File: src/hdl/pcu_pkg.sv
package pcu_pkg;

    localparam int DEF_MAX_POINTS = 1024;
    localparam int DEF_COORD_BITS = 16;

    // fixed field widths of the ports
    localparam int IN_COORD_W  = 16;
    localparam int IDX_W       = 10;
    localparam int CNT_W       = 11;
    localparam int DSQ_W       = 34;
    localparam int PER_W       = 17;
    localparam int CFG_W       = 34;
    localparam int CFG_IDX_W   = 2;
    localparam int IN_TDATA_W  = 56;
    localparam int OUT_TDATA_W = 8;

    localparam logic [PER_W-1:0] PERIOD_RESET = 17'h10000;

    typedef enum logic {
        CMD_WRITE = 1'b0,
        CMD_QUERY = 1'b1
    } cmd_t;

    typedef enum logic [CFG_IDX_W-1:0] {
        REG_DIST_SQ  = 2'd0,
        REG_WRAP     = 2'd1,
        REG_PERIOD_X = 2'd2,
        REG_PERIOD_Y = 2'd3
    } reg_idx_t;

    typedef enum logic [1:0] {
        ST_IDLE,
        ST_SCAN,
        ST_DRAIN,
        ST_DONE
    } state_t;

    typedef struct packed {
        logic [DSQ_W-1:0] distance_squared;
        logic             wrap_enable;
        logic [PER_W-1:0] period_x;
        logic [PER_W-1:0] period_y;
    } cfg_t;

    // control from the sequencer into the distance pipeline
    typedef struct packed {
        logic clear;
        logic live;
    } scan_t;

    // status from the distance pipeline back to the sequencer
    typedef struct packed {
        logic busy;
        logic hit;
    } dist_stat_t;

endpackage

File: src/hdl/pcu_dist.sv
module pcu_dist
    import pcu_pkg::*;
#(
    parameter int COORD_BITS = DEF_COORD_BITS
)
(
    input  logic                    clk,
    input  logic                    rst_n,
    input  scan_t                   scan,
    input  logic [2*COORD_BITS-1:0] rdata,
    input  logic [COORD_BITS-1:0]   qx,
    input  logic [COORD_BITS-1:0]   qy,
    input  cfg_t                    cfg,
    output dist_stat_t              stat
);

    localparam int CB  = COORD_BITS;
    localparam int GW  = (CB > PER_W) ? CB : PER_W;
    localparam int SQW = 2 * GW;
    localparam int SW  = (SQW + 1 > DSQ_W) ? SQW + 1 : DSQ_W;

    // minimum image along one axis: with wrap enabled, |period - d| replaces d when period - d is smaller
    function automatic logic [GW-1:0] fold_gap(
        input logic [CB-1:0]    d,
        input logic [PER_W-1:0] period,
        input logic             wrap
    );
        logic signed [GW:0] alt;
        logic signed [GW:0] ds;
        logic [GW:0]        mag;
        alt = $signed({1'b0, GW'(period)}) - $signed({1'b0, GW'(d)});
        ds  = $signed({1'b0, GW'(d)});
        mag = alt[GW] ? (GW + 1)'(-alt) : alt;
        if (wrap && (alt < ds))
        begin
            return mag[GW-1:0];
        end
        return GW'(d);
    endfunction

    logic [CB-1:0]  px;
    logic [CB-1:0]  py;
    logic           live0_reg;
    logic           live1_reg;
    logic           live2_reg;
    logic           live3_reg;
    logic [CB-1:0]  dx_reg;
    logic [CB-1:0]  dy_reg;
    logic [CB-1:0]  dx_next;
    logic [CB-1:0]  dy_next;
    logic [GW-1:0]  gx_reg;
    logic [GW-1:0]  gy_reg;
    logic [SQW-1:0] sqx_reg;
    logic [SQW-1:0] sqy_reg;
    logic [SQW-1:0] sqx_next;
    logic [SQW-1:0] sqy_next;
    logic           close;
    logic           hit_reg;
    logic           hit_next;

    assign px = rdata[CB-1:0];
    assign py = rdata[2*CB-1:CB];

    assign dx_next  = (qx >= px) ? qx - px : px - qx;
    assign dy_next  = (qy >= py) ? qy - py : py - qy;
    assign sqx_next = gx_reg * gx_reg;
    assign sqy_next = gy_reg * gy_reg;
    assign close    = (SW'(sqx_reg) + SW'(sqy_reg)) < SW'(cfg.distance_squared);

    always_comb
    begin
        hit_next = hit_reg | (live3_reg & close);
        if (scan.clear)
        begin
            hit_next = 1'b0;
        end
    end

    always_ff @(posedge clk or negedge rst_n)
    begin
        if (!rst_n)
        begin
            live0_reg <= 1'b0;
            live1_reg <= 1'b0;
            live2_reg <= 1'b0;
            live3_reg <= 1'b0;
            hit_reg   <= 1'b0;
        end
        else
        begin
            live0_reg <= scan.live;
            live1_reg <= live0_reg;
            live2_reg <= live1_reg;
            live3_reg <= live2_reg;
            hit_reg   <= hit_next;
        end
    end

    always_ff @(posedge clk)
    begin
        dx_reg  <= dx_next;
        dy_reg  <= dy_next;
        gx_reg  <= fold_gap(dx_reg, cfg.period_x, cfg.wrap_enable);
        gy_reg  <= fold_gap(dy_reg, cfg.period_y, cfg.wrap_enable);
        sqx_reg <= sqx_next;
        sqy_reg <= sqy_next;
    end

    assign stat.busy = live0_reg | live1_reg | live2_reg | live3_reg;
    assign stat.hit  = hit_reg;

endmodule

File: config.mk
export PLATFORM = sky130hd
export DESIGN_NAME = pcu_dist
export DESIGN_NICKNAME = d
export VERILOG_FILES = /design/src/hdl/pcu_pkg.sv /design/src/hdl/pcu_dist.sv
export SDC_FILE = /design/constraint.sdc
export NUM_CORES = 2
export LEC_CHECK = 0
export BUFFER_PORTS_ARGS = -buffer_cell sky130_fd_sc_hd__buf_4
export CAP_MARGIN = 30
export CORE_MARGIN = 2
export CORE_UTILIZATION = 59
export CTS_CLUSTER_DIAMETER = 50
export DETAILED_ROUTE_END_ITERATION = 10
export PLACE_DENSITY_LB_ADDON = 0.05
export SYNTH_ARGS = -nofsm -noshare
export SYNTH_HDL_FRONTEND = slang
export SYNTH_SLANG_ARGS = --single-unit
File: constraint.sdc
create_clock -name clk -period 6.6 [get_ports clk]
set_input_delay 0.33 -clock clk [delete_from_list [all_inputs] [get_ports clk]]
set_output_delay 0.33 -clock clk [all_outputs]
set_load 0.02 [all_outputs]
# Word-level counts from Yosys, hierarchy flattened
# Index checks and enable logic that the tools add are counted.
# word_totals
ramBits	0
ff_bits	139
romBits	0
latchBits	0
n_memories	0
out_inout_bits	2
# classes
n_addsub	9
bitwise	5
div	0
order_cmp	5
n_reduce_logical	2
muxes	11
n_shift	0
n_mul	2
n_eq_ne	0
# op_table
cell	count
$mul A17 B17 Y34	2
$mux W17	4
$mux W16	4
$sub A16 B16 Y16	4
$lt A18 B17 Y1	2
$sub A17 B16 Y18	2
$add A34 B34 Y35	1
$lt A35 B34 Y1	1
$neg A17 Y17	2
$ge A16 B16 Y1	2
$or A1 B1 Y1	4
$mux W1	3
$logic_and A1 B1 Y1	2
$and A1 B1 Y1	1

# Logic depth before layout (Yosys ltp)
# logic_depth
depth_word	5
ltp_mapped	25
mapped_depth_nobuf	24

# Worst setup path after synthesis
# Ideal clock, no wire load.
# synth_path
path_type	register to register
from	register gx_reg[2]
to	register sqx_reg[31]
stages_incl_launch_ff	25
setup_ns	0.106
t_arrival_ns	6.305
n_path_buf	2
t_required_ns	6.494
slack_ns	0.189
synth_period_minus_slack_ns	6.411
path_cell_list	dfxtp_1 clkbuf_1 clkbuf_1 nand2_1 fa_1 inv_1 fa_1 inv_1 fa_1 inv_1 fa_1 fa_1 inv_1 fa_1 inv_1 ha_1 a21o_1 a21o_1 a21oi_1 nor2b_1 nor4_1 o21ai_0 o2111a_1 o31a_1 o311ai_0
# synth_between
elab_chain_len	1
# synth_rtl
element	line_no	rtl
from (decl)	pcu_dist.sv:51	logic [GW-1:0] gx_reg;
from (signal assigned)	pcu_dist.sv:103	gx_reg <= fold_gap(dx_reg, cfg.period_x, cfg.wrap_enable);
$mul A17 B17 Y34	pcu_dist.sv:66	assign sqx_next = gx_reg * gx_reg;
via sqx_next[31]	pcu_dist.sv:55	logic [SQW-1:0] sqx_next;
to (signal assigned)	pcu_dist.sv:105	sqx_reg <= sqx_next;
to (decl)	pcu_dist.sv:53	logic [SQW-1:0] sqx_reg;
# The timed path passes the listed nets, and every way through them passes these cells.
# A chain may end at the register's enable or synchronous reset.

# Worst setup path after layout
# layout_path
from	register gx_reg[13]
to	register sqx_reg[31]
# The elaborated chain is that of the path after synthesis.

==> flow_summary.json <==
{
  "run_status": "finished with violations",
  "violations": "design-rule violations",
  "final_nets": 4350,
  "regArea_um2": 2780,
  "fin_tns_setup_ns": 0,
  "core_um2": 46700,
  "yosysWarnings": 0,
  "synth.net_count": 4208,
  "yosys.area.top_type": "fa_1",
  "layout-area-overhead-vs-synth_pct": 9.46,
  "ys_types": 83,
  "regToRegStartpoint": "gx_reg[13]",
  "drv_slew": 0,
  "hold_path.class": "in2reg",
  "synthDominantCellAreaShare_pct": 27.7,
  "viasPerCell": 5.51,
  "cts_root_buf": "clkbuf_16",
  "r2r_slack_ns": 0.31,
  "avgSynthCellArea_um2": 8.53,
  "multiInputGateArea_um2": 22000,
  "gp_congestion": 0.957,
  "grt_max_degree": 30,
  "fin_crit_sh_pct": 95.4,
  "synth-async-reset-ratio_pct": 3.65,
  "synthFlopType": "dfxtp_1",
  "skew_ns": 0.0151,
  "yosysSeqAreaShare_pct": 9.91,
  "die_height_um": 222,
  "hold_path_end": "hit_reg",
  "io_pins": 139,
  "cp.required_ns": 6.96,
  "cts_sinks": 137,
  "rsz0062_at_grt": "false",
  "rows": 79,
  "ant_nets": 0,
  "hold_viol": 0,
  "die_area_um2": 49100,
  "detail_route.wl_per_cell_um": 16.3,
  "drtIter0Drc": 1187,
  "fmax_ghz": 0.159,
  "drc": 6,
  "hold_depth": 2,
  "dp_hpwl_um": 57300,
  "grt_use_total_pct": 27.7,
  "clk_path_buf_depth": 2,
  "r2r_cells": 20,
  "fillers": 4011,
  "overflow": 0,
  "crit_path_end_kind": "flop",
  "grt_pass1_wl_um": 111000,
  "grt_pass1_vias": 23400,
  "clk_pin_slew_ns": 0.07,
  "drive_gt1_share_pct": 8.37,
  "maxCapViolations": 0,
  "cts_setup_buffers": 0,
  "htree_num_levels": 4,
  "n_antenna_cell": 0,
  "drt-pass1-iter-count": 8,
  "worst_pin_slew_ns": 0.889,
  "netlist_area_um2": 27900,
  "setup_viol": 0,
  "worstSetupStartpointType": "flop",
  "cts_buffers": 17,
  "worstPathArrival_ns": 6.65,
  "portBuffers": 138,
  "die_width_um": 222,
  "cts_tree": "built",
  "relSlewSlack_pct": 40.7,
  "clock_latency_ns": 0.45,
  "period_needed_ns": 6.29,
  "path_class": "reg2reg",
  "synth_area_leaders": "fa_1 (28%), ha_1 (18%), inv_1 (10%), dfxtp_1 (9.5%), xnor2_1 (3.8%)",
  "synth-edff-count": 0,
  "worst_r2r_endpoint": "sqx_reg[31]",
  "antenna_found_initial": 0,
  "ys_ff_latch": 137,
  "post-synth-top-count-cell": "inv_1",
  "synthTopCellsByCount": "inv_1 (770), ha_1 (412), fa_1 (386)",
  "vias": 22200,
  "crit_fanout": 6,
  "hold_start": "scan[1]",
  "start_util_pct": 59.8,
  "postSynthCellCount": 3273,
  "drt_wl_total_um": 65600
}
-- kinds of logic (layout without fill, tap and decap cells) --
kind of cell,Yosys count,after routing,synth area share [%]
flip-flops,137,137,9.91
adder cells (fa/ha/maj),798,798,46.1
AO/OA/AOI/OAI,584,584,13.7
XOR/XNOR,172,172,5.40
multiplexers,24,24,0.887
AND/OR/NAND/NOR,708,708,12.5
buffers and inverters,850,1005,11.5
-- worst max-delay path, cell delays in order (launching register included) --
cell and delay, ns:
dfxtp_1 0.47, nand2_1 0.18, fa_1 0.54, fa_1 0.53, fa_1 0.54, inv_1 0.07
fa_1 0.50, fa_1 0.50, inv_1 0.05, fa_1 0.47, inv_1 0.04, ha_1 0.29
a21o_1 0.16, a21o_1 0.16, a21o_1 0.21, nor4_2 0.27, buf_4 0.15, o21ai_0 0.14
o2111a_2 0.35, o31a_1 0.31, o311ai_1 0.27
-- per-stage QoR --
stage	util (%)	hold WS (ns)	setup WS [ns]	instances	cell area, µm²
after floorplan	-	0.0344	0.189	3273	27900
after global placement	64.0	0.143	0.213	4000	29900
after detailed placement	64.0	0.142	0.0604	4000	29900
after CTS	65.4	0.0932	0.0316	4034	30500
after global routing	65.5	0.114	0.0175	4035	30600
final	65.5	0.135	0.305	4035	30600
-- how the worst max path moves through the flow --
stage,start,endpoint,slack (ns),cells past startpoint
CTS,gx_reg[6],sqx_reg[31],0.03,22
global placement,gx_reg[6],sqx_reg[31],0.21,22
floorplan,gx_reg[2],sqx_reg[31],0.19,24
global route,gy_reg[7],sqy_reg[32],0.02,23
detailed placement,gx_reg[6],sqx_reg[31],0.06,22
finish,gx_reg[13],sqx_reg[31],0.31,20
-- final cells by class --
cell class	instances	area share [%]
Multi-Input combinational cell	2286	71.9
Inverter	770	9.46
Sequential cell	137	9.11
Timing Repair Buffer	203	5.02
Tap cell	607	2.49
Clock buffer	17	1.39
Clock inverter	15	0.618
-- metal layers --
layer / vias to the layer above / GRT usage [%] / routed length [µm]
met4: 0 / 7.52 / 1430
li1: 10800 / - / -
met1: 10900 / 35.6 / 28500
met2: 530 / 49.3 / 32700
met3: 99 / 3.34 / 2950
met5: - / 0 / 0
-- cell usage in the layout, fill, tap and decap left out, drive strengths merged, types with 6 or more instances in the layout --
cell and instances:
a21o 64, nor3 36, xor2 52, a31oi 11, o21ai 129, mux2i 18
nor3b 6, o211ai 20, nor4 12, xnor2 120, nor2b 32, o31ai 13
mux2 6, dfxtp 132, and3 18, or3 7, a21boi 7, o21a 34
clkbuf 17, nand2 271, a2111oi 6, o22ai 10, a211oi 27, fa 386
and2 117, a21oi 161, a221oi 8, nand2b 20, nand3 28, inv 775
o21bai 19, o221ai 7, or2 11, buf 201, nand4 22, ha 412
nor2 105, and4 10
-- repair_timing --
action,4_1_cts,5_1_grt
setup endpoints to repair,0,11
endpoints found under the hold margin,6,0
hold buffers,2,0
resized for setup,0,19
Power is not shown: default switching activity piles up to over one toggle a cycle in this logic, so the estimate is an artifact.
