$ cat src/hdl/pcu_pkg.sv
package pcu_pkg;

    localparam int DEF_MAX_POINTS = 1024;
    localparam int DEF_COORD_BITS = 16;

    // fixed field widths of the ports
    localparam int IN_COORD_W  = 16;
    localparam int IDX_W       = 10;
    localparam int CNT_W       = 11;
    localparam int DSQ_W       = 34;
    localparam int PER_W       = 17;
    localparam int CFG_W       = 34;
    localparam int CFG_IDX_W   = 2;
    localparam int IN_TDATA_W  = 56;
    localparam int OUT_TDATA_W = 8;

    localparam logic [PER_W-1:0] PERIOD_RESET = 17'h10000;

    typedef enum logic {
        CMD_WRITE = 1'b0,
        CMD_QUERY = 1'b1
    } cmd_t;

    typedef enum logic [CFG_IDX_W-1:0] {
        REG_DIST_SQ  = 2'd0,
        REG_WRAP     = 2'd1,
        REG_PERIOD_X = 2'd2,
        REG_PERIOD_Y = 2'd3
    } reg_idx_t;

    typedef enum logic [1:0] {
        ST_IDLE,
        ST_SCAN,
        ST_DRAIN,
        ST_DONE
    } state_t;

    typedef struct packed {
        logic [DSQ_W-1:0] distance_squared;
        logic             wrap_enable;
        logic [PER_W-1:0] period_x;
        logic [PER_W-1:0] period_y;
    } cfg_t;

    // control from the sequencer into the distance pipeline
    typedef struct packed {
        logic clear;
        logic live;
    } scan_t;

    // status from the distance pipeline back to the sequencer
    typedef struct packed {
        logic busy;
        logic hit;
    } dist_stat_t;

endpackage

$ cat src/hdl/pcu_ctrl.sv
module pcu_ctrl
    import pcu_pkg::*;
#(
    parameter int MAX_POINTS = DEF_MAX_POINTS,
    parameter int COORD_BITS = DEF_COORD_BITS,
    parameter int AW         = 10
)
(
    input  logic                    clk,
    input  logic                    rst_n,
    input  logic                    s_tvalid,
    output logic                    s_tready,
    input  logic [IN_TDATA_W-1:0]   s_tdata,
    input  logic [0:0]              s_tuser,
    output logic                    m_tvalid,
    input  logic                    m_tready,
    output logic [OUT_TDATA_W-1:0]  m_tdata,
    input  dist_stat_t              stat,
    output scan_t                   scan,
    output logic                    we,
    output logic [AW-1:0]           waddr,
    output logic [2*COORD_BITS-1:0] wdata,
    output logic [AW-1:0]           raddr,
    output logic [COORD_BITS-1:0]   qx,
    output logic [COORD_BITS-1:0]   qy
);

    localparam int CB   = COORD_BITS;
    localparam int XW   = (CB > IN_COORD_W) ? CB : IN_COORD_W;
    localparam int MW   = $clog2(MAX_POINTS + 1);
    localparam int CW   = (MW > CNT_W) ? MW : CNT_W;

    cmd_t            cmd;
    logic [CW-1:0]   idx_ext;
    logic [CW-1:0]   cnt_ext;
    logic [CW-1:0]   cnt_sat;
    logic [XW-1:0]   x_ext;
    logic [XW-1:0]   y_ext;
    logic            accept;
    logic            query_start;
    logic            load_out;

    state_t          state_reg;
    state_t          state_next;
    logic [CW-1:0]   cnt_reg;
    logic [CW-1:0]   cnt_next;
    logic [CW-1:0]   count_reg;
    logic [CW-1:0]   qidx_reg;
    logic            qexcl_reg;
    logic [CB-1:0]   qx_reg;
    logic [CB-1:0]   qy_reg;
    logic            out_valid_reg;
    logic            out_valid_next;
    logic            permitted_reg;

    // tdata: point_index, exclude_valid, coord_x, coord_y, point_count
    assign cmd     = cmd_t'(s_tuser[0]);
    assign idx_ext = CW'(s_tdata[9:0]);
    assign x_ext   = XW'(s_tdata[26:11]);
    assign y_ext   = XW'(s_tdata[42:27]);
    assign cnt_ext = CW'(s_tdata[53:43]);
    assign cnt_sat = (cnt_ext > CW'(MAX_POINTS)) ? CW'(MAX_POINTS) : cnt_ext;

    assign accept      = s_tvalid & s_tready;
    assign query_start = accept & (cmd == CMD_QUERY);

    assign we    = accept & (cmd == CMD_WRITE) & (idx_ext < CW'(MAX_POINTS));
    assign waddr = idx_ext[AW-1:0];
    assign wdata = {y_ext[CB-1:0], x_ext[CB-1:0]};
    assign raddr = cnt_reg[AW-1:0];
    assign qx    = qx_reg;
    assign qy    = qy_reg;

    // next state
    always_comb
    begin
        state_next = state_reg;
        unique case (state_reg)
            ST_IDLE:
            begin
                if (query_start)
                begin
                    state_next = (cnt_sat == '0) ? ST_DONE : ST_SCAN;
                end
            end
            ST_SCAN:
            begin
                if ((cnt_reg + CW'(1)) == count_reg)
                begin
                    state_next = ST_DRAIN;
                end
            end
            ST_DRAIN:
            begin
                if (!stat.busy)
                begin
                    state_next = ST_DONE;
                end
            end
            ST_DONE:
            begin
                if (!out_valid_reg || m_tready)
                begin
                    state_next = ST_IDLE;
                end
            end
            default:
            begin
                state_next = ST_IDLE;
            end
        endcase
    end

    // outputs of the sequencer
    always_comb
    begin
        s_tready   = 1'b0;
        scan.live  = 1'b0;
        scan.clear = query_start;
        load_out   = 1'b0;
        cnt_next   = cnt_reg;
        unique case (state_reg)
            ST_IDLE:
            begin
                s_tready = 1'b1;
                cnt_next = '0;
            end
            ST_SCAN:
            begin
                // the excluded slot is read but never compared
                scan.live = !(qexcl_reg && (cnt_reg == qidx_reg));
                cnt_next  = cnt_reg + CW'(1);
            end
            ST_DRAIN:
            begin
                cnt_next = cnt_reg;
            end
            ST_DONE:
            begin
                load_out = !out_valid_reg || m_tready;
            end
            default:
            begin
                cnt_next = cnt_reg;
            end
        endcase
    end

    always_comb
    begin
        out_valid_next = out_valid_reg;
        if (load_out)
        begin
            out_valid_next = 1'b1;
        end
        else if (m_tready)
        begin
            out_valid_next = 1'b0;
        end
    end

    always_ff @(posedge clk or negedge rst_n)
    begin
        if (!rst_n)
        begin
            state_reg     <= ST_IDLE;
            cnt_reg       <= '0;
            out_valid_reg <= 1'b0;
        end
        else
        begin
            state_reg     <= state_next;
            cnt_reg       <= cnt_next;
            out_valid_reg <= out_valid_next;
        end
    end

    always_ff @(posedge clk)
    begin
        if (query_start)
        begin
            count_reg <= cnt_sat;
            qidx_reg  <= idx_ext;
            qexcl_reg <= s_tdata[10];
            qx_reg    <= x_ext[CB-1:0];
            qy_reg    <= y_ext[CB-1:0];
        end
        if (load_out)
        begin
            permitted_reg <= !stat.hit;
        end
    end

    assign m_tvalid = out_valid_reg;
    assign m_tdata  = {{(OUT_TDATA_W - 1){1'b0}}, permitted_reg};

`ifndef SYNTHESIS
    a_scan_in_range: assert property (@(posedge clk) disable iff (!rst_n)
        state_reg == ST_SCAN |-> cnt_reg < count_reg)
        else $error("scan address beyond point count");

    a_done_drained: assert property (@(posedge clk) disable iff (!rst_n)
        state_reg == ST_DONE |-> !stat.busy)
        else $error("result taken while distance pipeline still busy");

    a_scan_starts_at_zero: assert property (@(posedge clk) disable iff (!rst_n)
        (query_start && (cnt_sat != '0)) |=> (state_reg == ST_SCAN) && (cnt_reg == '0))
        else $error("query scan did not start at slot zero");
`endif

endmodule

$ cat config.mk
export PLATFORM = sky130hd
export DESIGN_NAME = pcu_ctrl
export DESIGN_NICKNAME = d
export VERILOG_FILES = /design/src/hdl/pcu_pkg.sv /design/src/hdl/pcu_ctrl.sv
export SDC_FILE = /design/constraint.sdc
export NUM_CORES = 1
export LEC_CHECK = 0
export ABC_AREA = 1
export BUFFER_PORTS_ARGS = -buffer_cell sky130_fd_sc_hd__buf_2
export CAP_MARGIN = 20
export CORE_MARGIN = 2
export CORE_UTILIZATION = 43
export DETAILED_ROUTE_END_ITERATION = 8
export PLACE_DENSITY = 0.77
export SLEW_MARGIN = 5
export SYNTH_ARGS = -nofsm -noshare
export SYNTH_HDL_FRONTEND = slang
export SYNTH_SLANG_ARGS = --single-unit
$ cat constraint.sdc
create_clock -name clk -period 4 [get_ports clk]
set_input_delay 0.4 -clock clk [delete_from_list [all_inputs] [get_ports clk]]
set_output_delay 0.4 -clock clk [all_outputs]
set_load 0.01 [all_outputs]
## Word level (Yosys, flattened, before mapping)

Index checks and enable logic that the tools add are counted.

- Equal/unequal tests: 9
- Mux-type cells: 13
- Bitwise logic cells: 5
- Order comparisons: 2
- Reduce and logical (&&, ||, !) cells: 10
- $add $sub $neg: 1

Operator list:

| operator | number |
|---|---|
| $pmux 11 s2 | 1 |
| $add 11x1->11 const B | 1 |
| $eq 11x10->1 | 1 |
| $eq 11x11->1 | 1 |
| $gt 11x11->1 const B | 1 |
| $logic_not 11->1 | 1 |
| $lt 10x11->1 const B | 1 |
| $mux 11 | 1 |
| $mux 2 | 5 |
| $ne 2x2->1 const B | 4 |
| $pmux 2 s4 | 1 |
| $mux 1 | 5 |
| $and 1x1->1 | 4 |
| $eq 2x2->1 const B | 2 |
| $reduce_and 4->1 | 1 |
| $reduce_bool 2->1 | 2 |
| $logic_not 1->1 | 3 |
| $eq 2x1->1 const B | 1 |
| $logic_not 2->1 | 1 |
| $logic_and 1x1->1 | 1 |
| $logic_or 1x1->1 | 1 |
| $not 1->1 | 1 |

- Input bits: 63
- Output and inout bits: 97
- Logic and storage cells: 49
- Register bits: 69

## Logic depth before layout (Yosys ltp)

Gate-level depths: netlist (run 1).

- Word-level depth: 6
- Mapped depth: 13
- Mapped depth without buffers: 13

## Worst setup path before layout (run 1)

OpenSTA, ideal clock, no wires.

- Path kind: register to output
- From: reg state_reg[0]
- To: out scan[1] (netlist bit)
- Buffers on the path: 1
- Arrival time: 3.558 ns
- Path slack: 0.042 ns
- Data required time: 3.600 ns
- Cell stages (with the launch flop): 6
- Path through: dfrtp_1 -> inv_1 -> ha_1 -> nand2_1 -> nor2_1 -> buf_4

- Word-level cells in the longest chain between the ends: 4

RTL lines:

| item | line | RTL |
|---|---|---|
| start, declared | pcu_ctrl.sv:43 | `state_t state_reg;` |
| start signal, assigned | pcu_ctrl.sv:172 | `state_reg <= state_next;` |
| $logic_not 2->1 | pcu_ctrl.sv:122 | `unique case (state_reg)` |
| $mux 1 | pcu_ctrl.sv:122 |  |
| named net s_tready | pcu_ctrl.sv:12 | `output logic s_tready,` |
| $and 1x1->1 | pcu_ctrl.sv:64 | `assign accept = s_tvalid & s_tready;` |
| $and 1x1->1 | pcu_ctrl.sv:65 | `assign query_start = accept & (cmd == CMD_QUERY);` |
| end, declared | pcu_ctrl.sv:19 | `output scan_t scan,` |

The timed path passes the listed nets, and every way through them passes these cells.

==> results of run 1 <==
## routing by layer
metal | vias to the layer above | routed length [um] | part of all wire, % | global-route usage, %
met5 | - | 0 | 0 | 0
met4 | 0 | 113 | 1.3 | 7.49
met3 | 9 | 840 | 10 | 8.06
met2 | 116 | 4360 | 52 | 32.6
met1 | 1252 | 3090 | 37 | 20.0
li1 | 1284 | - | - | -
## power groups by stage
stage                     registers, uW  logic [uW]  clock network, uW
final                               938         518                616
after global routing                946         582                655
after CTS                           938         525                632
after detailed placement            953         522                  0
after global placement              950         505                  0
after floorplan                     968         345                  0
## what timing repair did
action,CTS,global route
gates resized for setup,0,0
hold buffers,1,0
endpoints found under the hold margin,14,0
## synth_stat cells, drive strengths merged
cell and n:
nand3b 1, o22ai 4, and2 1, dfrtp 14, clkbuf 2, nor2 29, xor2 5, o21bai 2
buf 61, a21oi 3, clkinv 1, o211ai 2, o21ai 15, nand3 40, a21boi 1, or2 1
nand2 50, edfxtp 55, ha 5, inv 41, nand4 2, nor4 3, conb 1, xnor2 2
## per-stage QoR
stage               total power [uW]  area, sq um  hold WS (ns)
global route                    2180         4250         0.222
finish                          2070         4250         0.244
detailed placement              1480         4030         0.336
global placement                1460         4030         0.329
CTS                             2090         4250         0.217
floorplan                       1310         3590         0.104
## area by class of cell
type | count | area (sq um)
Clock inverter | 6 | 88.8
Sequential cell | 69 | 2000
Multi-Input combinational cell | 173 | 972
Clock buffer | 9 | 124
Inverter | 42 | 158
Timing Repair Buffer | 153 | 776
Tap cell | 105 | 131
Fill cell | 746 | 3880
## critical path, stage by stage (launching register included)
cell	delay, ns
dfrtp_1	0.43
inv_1	0.11
ha_1	0.27
nand2_1	0.14
nor2_4	0.30
buf_4	0.29
buf_2	0.16
## path summary, 6_finish.rpt
path / startpoint / endpoint / slack, ns / cells past startpoint
worst max-delay path: state_reg[0] / scan[1] / 1.55 / 6
worst min-delay path: s_tdata[10] / qexcl_reg / 0.24 / 1
worst max register to register: state_reg[0] / qexcl_reg / 1.68 / 6
worst min register to register: m_tvalid / m_tvalid / 0.53 / 2
max in group asynchronous: rst_n / cnt_reg[1] / 3.20 / 2
min in group asynchronous: rst_n / cnt_reg[6] / 0.52 / 2
## cell families (layout without fill, tap and decap cells)
group           Yosys count  count (layout)  share of synthesized area (%)
xor+xnor                  7               7                           1.72
other cells               1               7                          0.105
buf+inv                 105             210                           17.5
fa+ha+maj                 5               5                           1.75
simple gates            127             127                           18.1
compound gates           27              27                           4.70
flops                    69              69                           56.1
==> results.json, run 1 <==
{
  "status": "complete, no violations",
  "syn_inst": 341,
  "fin_tns_setup_ns": 0,
  "powerDensity_nw_per_um2": 487,
  "die_w_um": 95.1,
  "tightestPinTransition_ns": 0.714,
  "slew_headroom_pct": 52.2,
  "crit_arrival_ns": 2.05,
  "start_kind": "register",
  "place_ws_ns": 1.68,
  "cp_max_fo": 14,
  "num_rows": 33,
  "gp_congestion": 0.830,
  "area_growth_pct": 19.2,
  "via_per_inst": 4.78,
  "netlist_area_sq_um": 3570,
  "nets": 516,
  "cts_root_buf": "clkbuf_8",
  "port_buffers": 150,
  "antenna_found_initial": 0,
  "num_vias": 2661,
  "layout.cells.non_filler": 557,
  "yosys_warnings": 0,
  "cts_tree": "done",
  "finalSetupViolCount": 0,
  "synth.distinct_cells": 33,
  "slew_violations": 0,
  "fin_ws_ns": 1.55,
  "power_frac_seq_pct": 45.3,
  "clock.fmax_ghz": 0.409,
  "worstSkewPairLatency_ns": 0.34,
  "synth_seq_cells": 69,
  "layout-drive-gt1-share_pct": 43.1,
  "dp_hpwl_mm": 6.65,
  "routedWlPerCell_um": 15.1,
  "skew_ns": 0.00979,
  "num_antenna_cells": 0,
  "path_class": "register to primary output",
  "drt_first_pass_iters": 4,
  "clock-sinks": 69,
  "final_cell_mix": "150 x buf_2, 55 x edfxtp_1, 41 x nand2_1",
  "grt_max_degree": 35,
  "clk_path_buf_depth": 2,
  "overflow": 0,
  "swShare_pct": 31.8,
  "antenna_left": 0,
  "grt_usage_pct": 18.7,
  "grt_pass1_vias": 2665,
  "die_h_um": 95.1,
  "yosys.area.top_type": "edfxtp_1",
  "synth.yosys.seq_area_share_pct": 56.1,
  "rsz0062_at_grt": "false",
  "drt-total-wl_mm": 8.40,
  "layout_commonest_cell": "buf_2",
  "final_util_pct": 52.3,
  "drc": 0,
  "pin_count": 160,
  "dieArea_sq_um": 9040,
  "grt_pass1_wl_mm": 12.5,
  "cts_made_buffers": 9,
  "vdd_drop_max_uv": 358,
  "drt-initial-drc-count": 129,
  "min_period_over_period_pct": 61.2,
  "yosys.area.top_type_share_pct": 46.3,
  "crit_path_end_kind": "primary output",
  "core_sq_um": 8130,
  "drv_cap": 0,
  "synthTopCellsByArea": "edfxtp_1 46%, buf_4 13%, dfrtp_1 9.8%, nand3_1 4.8%, nand2_1 4.3%",
  "htreeDepth": 3,
  "start_util_pct": 43.9,
  "worst_setup_hold_path_clk_slew_ns": 0.08,
  "comb_power_share_pct": 25.0,
  "p_int_uw": 1410,
  "p_sw_uw": 658,
  "cts_setup_buffers": 0,
  "hold_viol_final": 0,
  "period_minus_slack_ns": 2.45,
  "p_leak_uw": 0.00199,
  "critical_path_required_ns": 3.60,
  "hold_path_class": "input pin to register",
  "power_frac_clock_pct": 29.7,
  "dp_cells": 541,
  "avgSynthCellArea_sq_um": 10.5
}
(Power assumes the default switching activity.)
==> inputs of run 2 (changes only) <==
- ABC_AREA: 1 -> 0
- clock period: 4 -> 2.2 ns (I/O delays scaled with it)
==> results.json, run 2 <==
{
  "drv_cap": 0,
  "synth_seq_cells": 69,
  "dr_wl_met3_um": 735,
  "synth.distinct_cells": 47,
  "cts_made_buffers": 9,
  "worstSkewPairLatency_ns": 0.35,
  "synthTopCellsByArea": "edfxtp_1 46%, buf_4 14%, dfrtp_1 9.8%, xnor2_1 3.7%, o21ai_0 2.4%",
  "grt_max_degree": 56,
  "start_kind": "register",
  "yosys_warnings": 0,
  "crit_path_end_kind": "register",
  "powerDensity_nw_per_um2": 961,
  "cts_root_buf": "clkbuf_8",
  "placed_area_sq_um": 4050,
  "synth.most_common_cell": "buf_4",
  "layout-drive-gt1-share_pct": 48.2,
  "hold_path_class": "input pin to register",
  "grt_usage_pct": 18.3,
  "final_area_sq_um": 4340,
  "cp_max_fo": 6,
  "routedWlPerCell_um": 16.0,
  "htreeDepth": 3,
  "overflow": 0,
  "grt_pass1_wl_mm": 12.1,
  "cts_tree": "done",
  "finalPower_uw": 4170,
  "p_leak_uw": 0.00188,
  "status": "complete, no violations",
  "fin_ws_ns": 0.0394,
  "met1_length_mm": 3.00,
  "pin_count": 160,
  "core_sq_um": 8130,
  "layout_commonest_cell": "buf_2",
  "nets": 474,
  "worst_setup_hold_path_clk_slew_ns": 0.08,
  "clock.fmax_ghz": 0.463,
  "period_minus_slack_ns": 2.16,
  "via_per_inst": 4.99,
  "slew_violations": 0,
  "drt-initial-drc-count": 207,
  "hold_viol_final": 0,
  "start_util_pct": 43.7,
  "clock-sinks": 69,
  "dp_hpwl_mm": 6.30,
  "place_ws_ns": 0.00138,
  "synth_edf_count": 55,
  "crit_arrival_ns": 2.43,
  "vdd_drop_max_uv": 598,
  "drt_first_pass_iters": 4,
  "path_class": "register to register",
  "synthTopCellsByCount": "64 x buf_4, 55 x edfxtp_1, 17 x o21ai_0, 15 x xnor2_1, 14 x dfrtp_1",
  "highest_layer": "met4",
  "gp_congestion": 0.808,
  "clk_path_buf_depth": 2,
  "dieArea_sq_um": 9020,
  "critical_path_required_ns": 2.47,
  "drc": 0,
  "num_vias": 2574,
  "num_antenna_cells": 0,
  "layout.cells.non_filler": 516,
  "num_rows": 33,
  "final_cell_mix": "150 x buf_2, 55 x edfxtp_1, 15 x xnor2_1, 15 x o21ai_0, 15 x buf_4",
  "synth_ff_type": "edfxtp_1",
  "drt-total-wl_mm": 8.26,
  "die_h_um": 95.0,
  "dp_cells": 498,
  "antenna_left": 0,
  "syn_inst": 294,
  "yosys.area.top_type_share_pct": 46.4,
  "netlist_area_sq_um": 3560,
  "grt_pass1_vias": 2513,
  "min_period_over_period_pct": 98.2,
  "area_growth_pct": 22.1,
  "skew_ns": 0.0141,
  "synth.yosys.seq_area_share_pct": 56.3,
  "yosys.area.top_type": "edfxtp_1",
  "finalSetupViolCount": 0,
  "port_buffers": 150,
  "antenna_found_initial": 0,
  "die_w_um": 95.0,
  "avgSynthCellArea_sq_um": 12.1,
  "async_reset_ff_share_pct": 20.3,
  "wl_met2_mm": 4.39
}
[run 2: changes by cell type after synthesis, sizes merged, moves of 4 or more]
cell,previous run,this run
a21oi,3,7
buf,61,66
clkbuf,2,7
inv,41,9
nand2,50,13
nand3,40,9
nor2,29,12
nor2b,0,12
xnor2,2,15
[run 2: where the power goes]
group | switching (uW) | internal [uW] | leakage [uW]
sequential | 104 | 1590 | 0.000683
clock | 534 | 656 | 0.000112
combinational | 744 | 551 | 0.00109
[run 2: through the flow]
| stage | utilization [%] | setup TNS (ns) | hold WS (ns) |
|---|---|---|---|
| floorplan | - | -0.00382 | -0.0756 |
| global placement | 49.7 | 0 | 0.147 |
| detailed placement | 49.7 | 0 | 0.146 |
| CTS | 52.9 | 0 | 0.0331 |
| global route | 53.4 | -0.00969 | 0.0362 |
| finish | 53.4 | 0 | 0.0473 |
[run 2: worst paths after layout]
check	slack [ns]	cells past startpoint	to	startpoint
worst max-delay path	0.04	7	state_reg[1]	cnt_reg[0]
worst min-delay path	0.05	1	qexcl_reg	s_tdata[10]
max in group asynchronous	1.60	2	cnt_reg[3]	rst_n
min in group asynchronous	0.31	2	cnt_reg[5]	rst_n
worst max register to register	0.04	7	state_reg[1]	cnt_reg[0]
worst min register to register	0.53	2	m_tvalid	m_tvalid
[run 2: worst max-delay path, stage by stage, from the launching register on]
cell,delay (ns)
dfrtp_1,0.41
ha_4,0.20
nand4_4,0.13
nor3_4,0.17
xnor2_1,0.10
a2111o_1,0.43
or4_1,0.54
nand3_1,0.10
[run 2: final cells by class]
| cell class | instances | area (sq um) |
|---|---|---|
| clock buffer | 9 | 124 |
| clock inverter | 7 | 105 |
| fill | 673 | 3790 |
| inverter | 9 | 37.5 |
| multi-input combinational | 149 | 1030 |
| sequential | 69 | 2010 |
| tap | 105 | 131 |
| timing repair buffer | 168 | 905 |
[run 2: cells by family after synthesis]
logic type	count (synthesis)	synth area share, %
buffers and inverters	82	16.7
AND/OR/NAND/NOR	69	11.2
multiplexers	1	0.281
other	1	0.105
flip-flops	69	56.3
adder cells (fa/ha/maj)	6	2.04
AO/OA/AOI/OAI	43	7.77
XOR/XNOR	23	5.66
[run 2: per-layer routing]
layer / global-route usage, % / vias to the layer above
li1: - / 1209
met1: 19.6 / 1230
met2: 31.3 / 128
met3: 6.70 / 7
met4: 9.66 / 0
met5: 0 / -
[run 2: timing repair]
item                                    in CTS  in global routing
pin swaps                                    0                  3
hold endpoints to repair                    14                  0
hold buffers                                 1                  0
gates resized for setup                      3                 10
endpoints found under the setup margin       1                  4
buffers inserted                             0                  1
cloned                                       0                  0
==> inputs of run 3 (changes only) <==
- CORE_UTILIZATION: 43 -> 47
- GPL_TIMING_DRIVEN: not set -> 0
- PLACE_DENSITY: 0.77 -> 0.8
- clock period: 2.2 -> 2.3 ns (I/O delays scaled with it)
==> results.json, run 3 (synthesis results as in run 2) <==
{
  "grt_pass1_vias": 2897,
  "drt-initial-drc-count": 182,
  "n_fill_cell": 596,
  "die_w_um": 91.0,
  "start_util_pct": 48.8,
  "period_minus_slack_ns": 2.20,
  "drt_first_pass_iters": 4,
  "hold_path_class": "input pin to register",
  "worst_setup_hold_path_clk_slew_ns": 0.09,
  "port_buffers": 150,
  "powerDensity_nw_per_um2": 863,
  "dp_cells": 549,
  "grt_pass1_wl_mm": 14.0,
  "slew_violations": 0,
  "clk_path_buf_depth": 2,
  "grt_usage_pct": 21.9,
  "skew_ns": 0.00745,
  "num_rows": 31,
  "tightestPinTransition_ns": 0.648,
  "layout_commonest_cell": "buf_2",
  "drc": 0,
  "cts_made_buffers": 9,
  "num_antenna_cells": 0,
  "routedWlPerCell_um": 15.3,
  "clock-sinks": 69,
  "regArea_sq_um": 2000,
  "nets": 541,
  "critical_path_required_ns": 2.58,
  "core_sq_um": 7290,
  "gp_congestion": 0.868,
  "num_vias": 2827,
  "min_period_over_period_pct": 95.7,
  "status": "complete, no violations",
  "p_leak_uw": 0.00220,
  "grt_max_degree": 29,
  "dieArea_sq_um": 8280,
  "vdd_drop_max_uv": 520,
  "antenna_found_initial": 0,
  "layout.cells.non_filler": 577,
  "crit_path_end_kind": "register",
  "slew_headroom_pct": 56.6,
  "crit_arrival_ns": 2.48,
  "worstSkewPairLatency_ns": 0.35,
  "multi_input_area_sq_um": 1020,
  "htreeDepth": 3,
  "start_kind": "register",
  "finalSetupViolCount": 0,
  "cts_tree": "done",
  "layout-drive-gt1-share_pct": 54.6,
  "antenna_left": 0,
  "overflow": 0,
  "area_growth_pct": 35.6,
  "die_h_um": 91.0,
  "final_cell_mix": "150 x buf_2, 72 x buf_4, 55 x edfxtp_1",
  "clock.fmax_ghz": 0.454,
  "drv_cap": 0,
  "cts_root_buf": "clkbuf_8",
  "pin_count": 160,
  "drt-total-wl_mm": 8.85,
  "path_class": "register to register",
  "dp_hpwl_mm": 6.50,
  "hold_slack_ns": 0.0676,
  "fin_tns_setup_ns": 0,
  "cp_max_fo": 6,
  "hold_viol_final": 0,
  "via_per_inst": 4.90
}
-- run 3: timing repair --
action | 4_1_cts | 5_1_grt
pin swaps | 1 | 3
gates resized for setup | 7 | 6
hold buffers | 1 | 0
gates cloned | 1 | 1
setup buffers | 3 | 7
endpoints found under the setup margin | 58 | 4
hold endpoints to repair | 14 | 0
-- run 3: metal layers --
metal | wire length [um] | vias to the layer above | GRT usage (%)
li1 | - | 1328 | -
met1 | 3140 | 1350 | 23.3
met2 | 4680 | 139 | 38.8
met3 | 901 | 10 | 8.30
met4 | 127 | 0 | 9.09
met5 | 0 | - | 0
-- run 3: where the power goes --
group | internal [uW] | switching, uW | leakage (uW)
Combinational | 664 | 760 | 0.00140
Sequential | 1520 | 73.6 | 0.000685
Clock | 627 | 517 | 0.000112
Total | 2810 | 1350 | 0.00220
-- run 3: final cells by class --
| class | instances | area share (%) |
|---|---|---|
| Sequential cell | 69 | 41.5 |
| Inverter | 9 | 0.778 |
| Timing Repair Buffer | 161 | 17.3 |
| Multi-Input combinational cell | 149 | 21.1 |
| Clock inverter | 7 | 2.18 |
| Tap cell | 99 | 2.57 |
| Buffer | 72 | 11.7 |
| Timing Repair inverter | 2 | 0.259 |
| Clock buffer | 9 | 2.57 |
-- run 3: final timing paths --
| kind | start | end | slack (ns) | cells past startpoint |
|---|---|---|---|---|
| min in group asynchronous | rst_n | cnt_reg[2] | 0.32 | 2 |
| max reg2reg | cnt_reg[1] | state_reg[0] | 0.1 | 7 |
| min reg2reg | m_tvalid | m_tvalid | 0.54 | 2 |
| max in group asynchronous | rst_n | cnt_reg[1] | 1.71 | 2 |
| min | s_tdata[3] | qidx_reg[3] | 0.07 | 1 |
| max | cnt_reg[1] | state_reg[0] | 0.1 | 7 |
-- run 3: stage by stage --
stage / power, uW / instance area (sq um) / setup WS, ns / utilization, %
global route: 4370 / 4820 / -0.000628 / 66.2
detailed placement: 2850 / 4460 / -0.503 / 61.2
finish: 4160 / 4820 / 0.0983 / 66.2
floorplan: 2450 / 3590 / 0.0262 / -
global placement: 2790 / 4460 / -0.415 / 61.2
CTS: 4070 / 4750 / -0.317 / 65.2
-- run 3: critical path: stages, from the launching register on --
cell and delay [ns]:
dfrtp_2 0.41, ha_4 0.19, nand4_4 0.14, nor3_4 0.22, xnor2_1 0.11, a2111o_1 0.46
or4_1 0.52, nand3_1 0.09
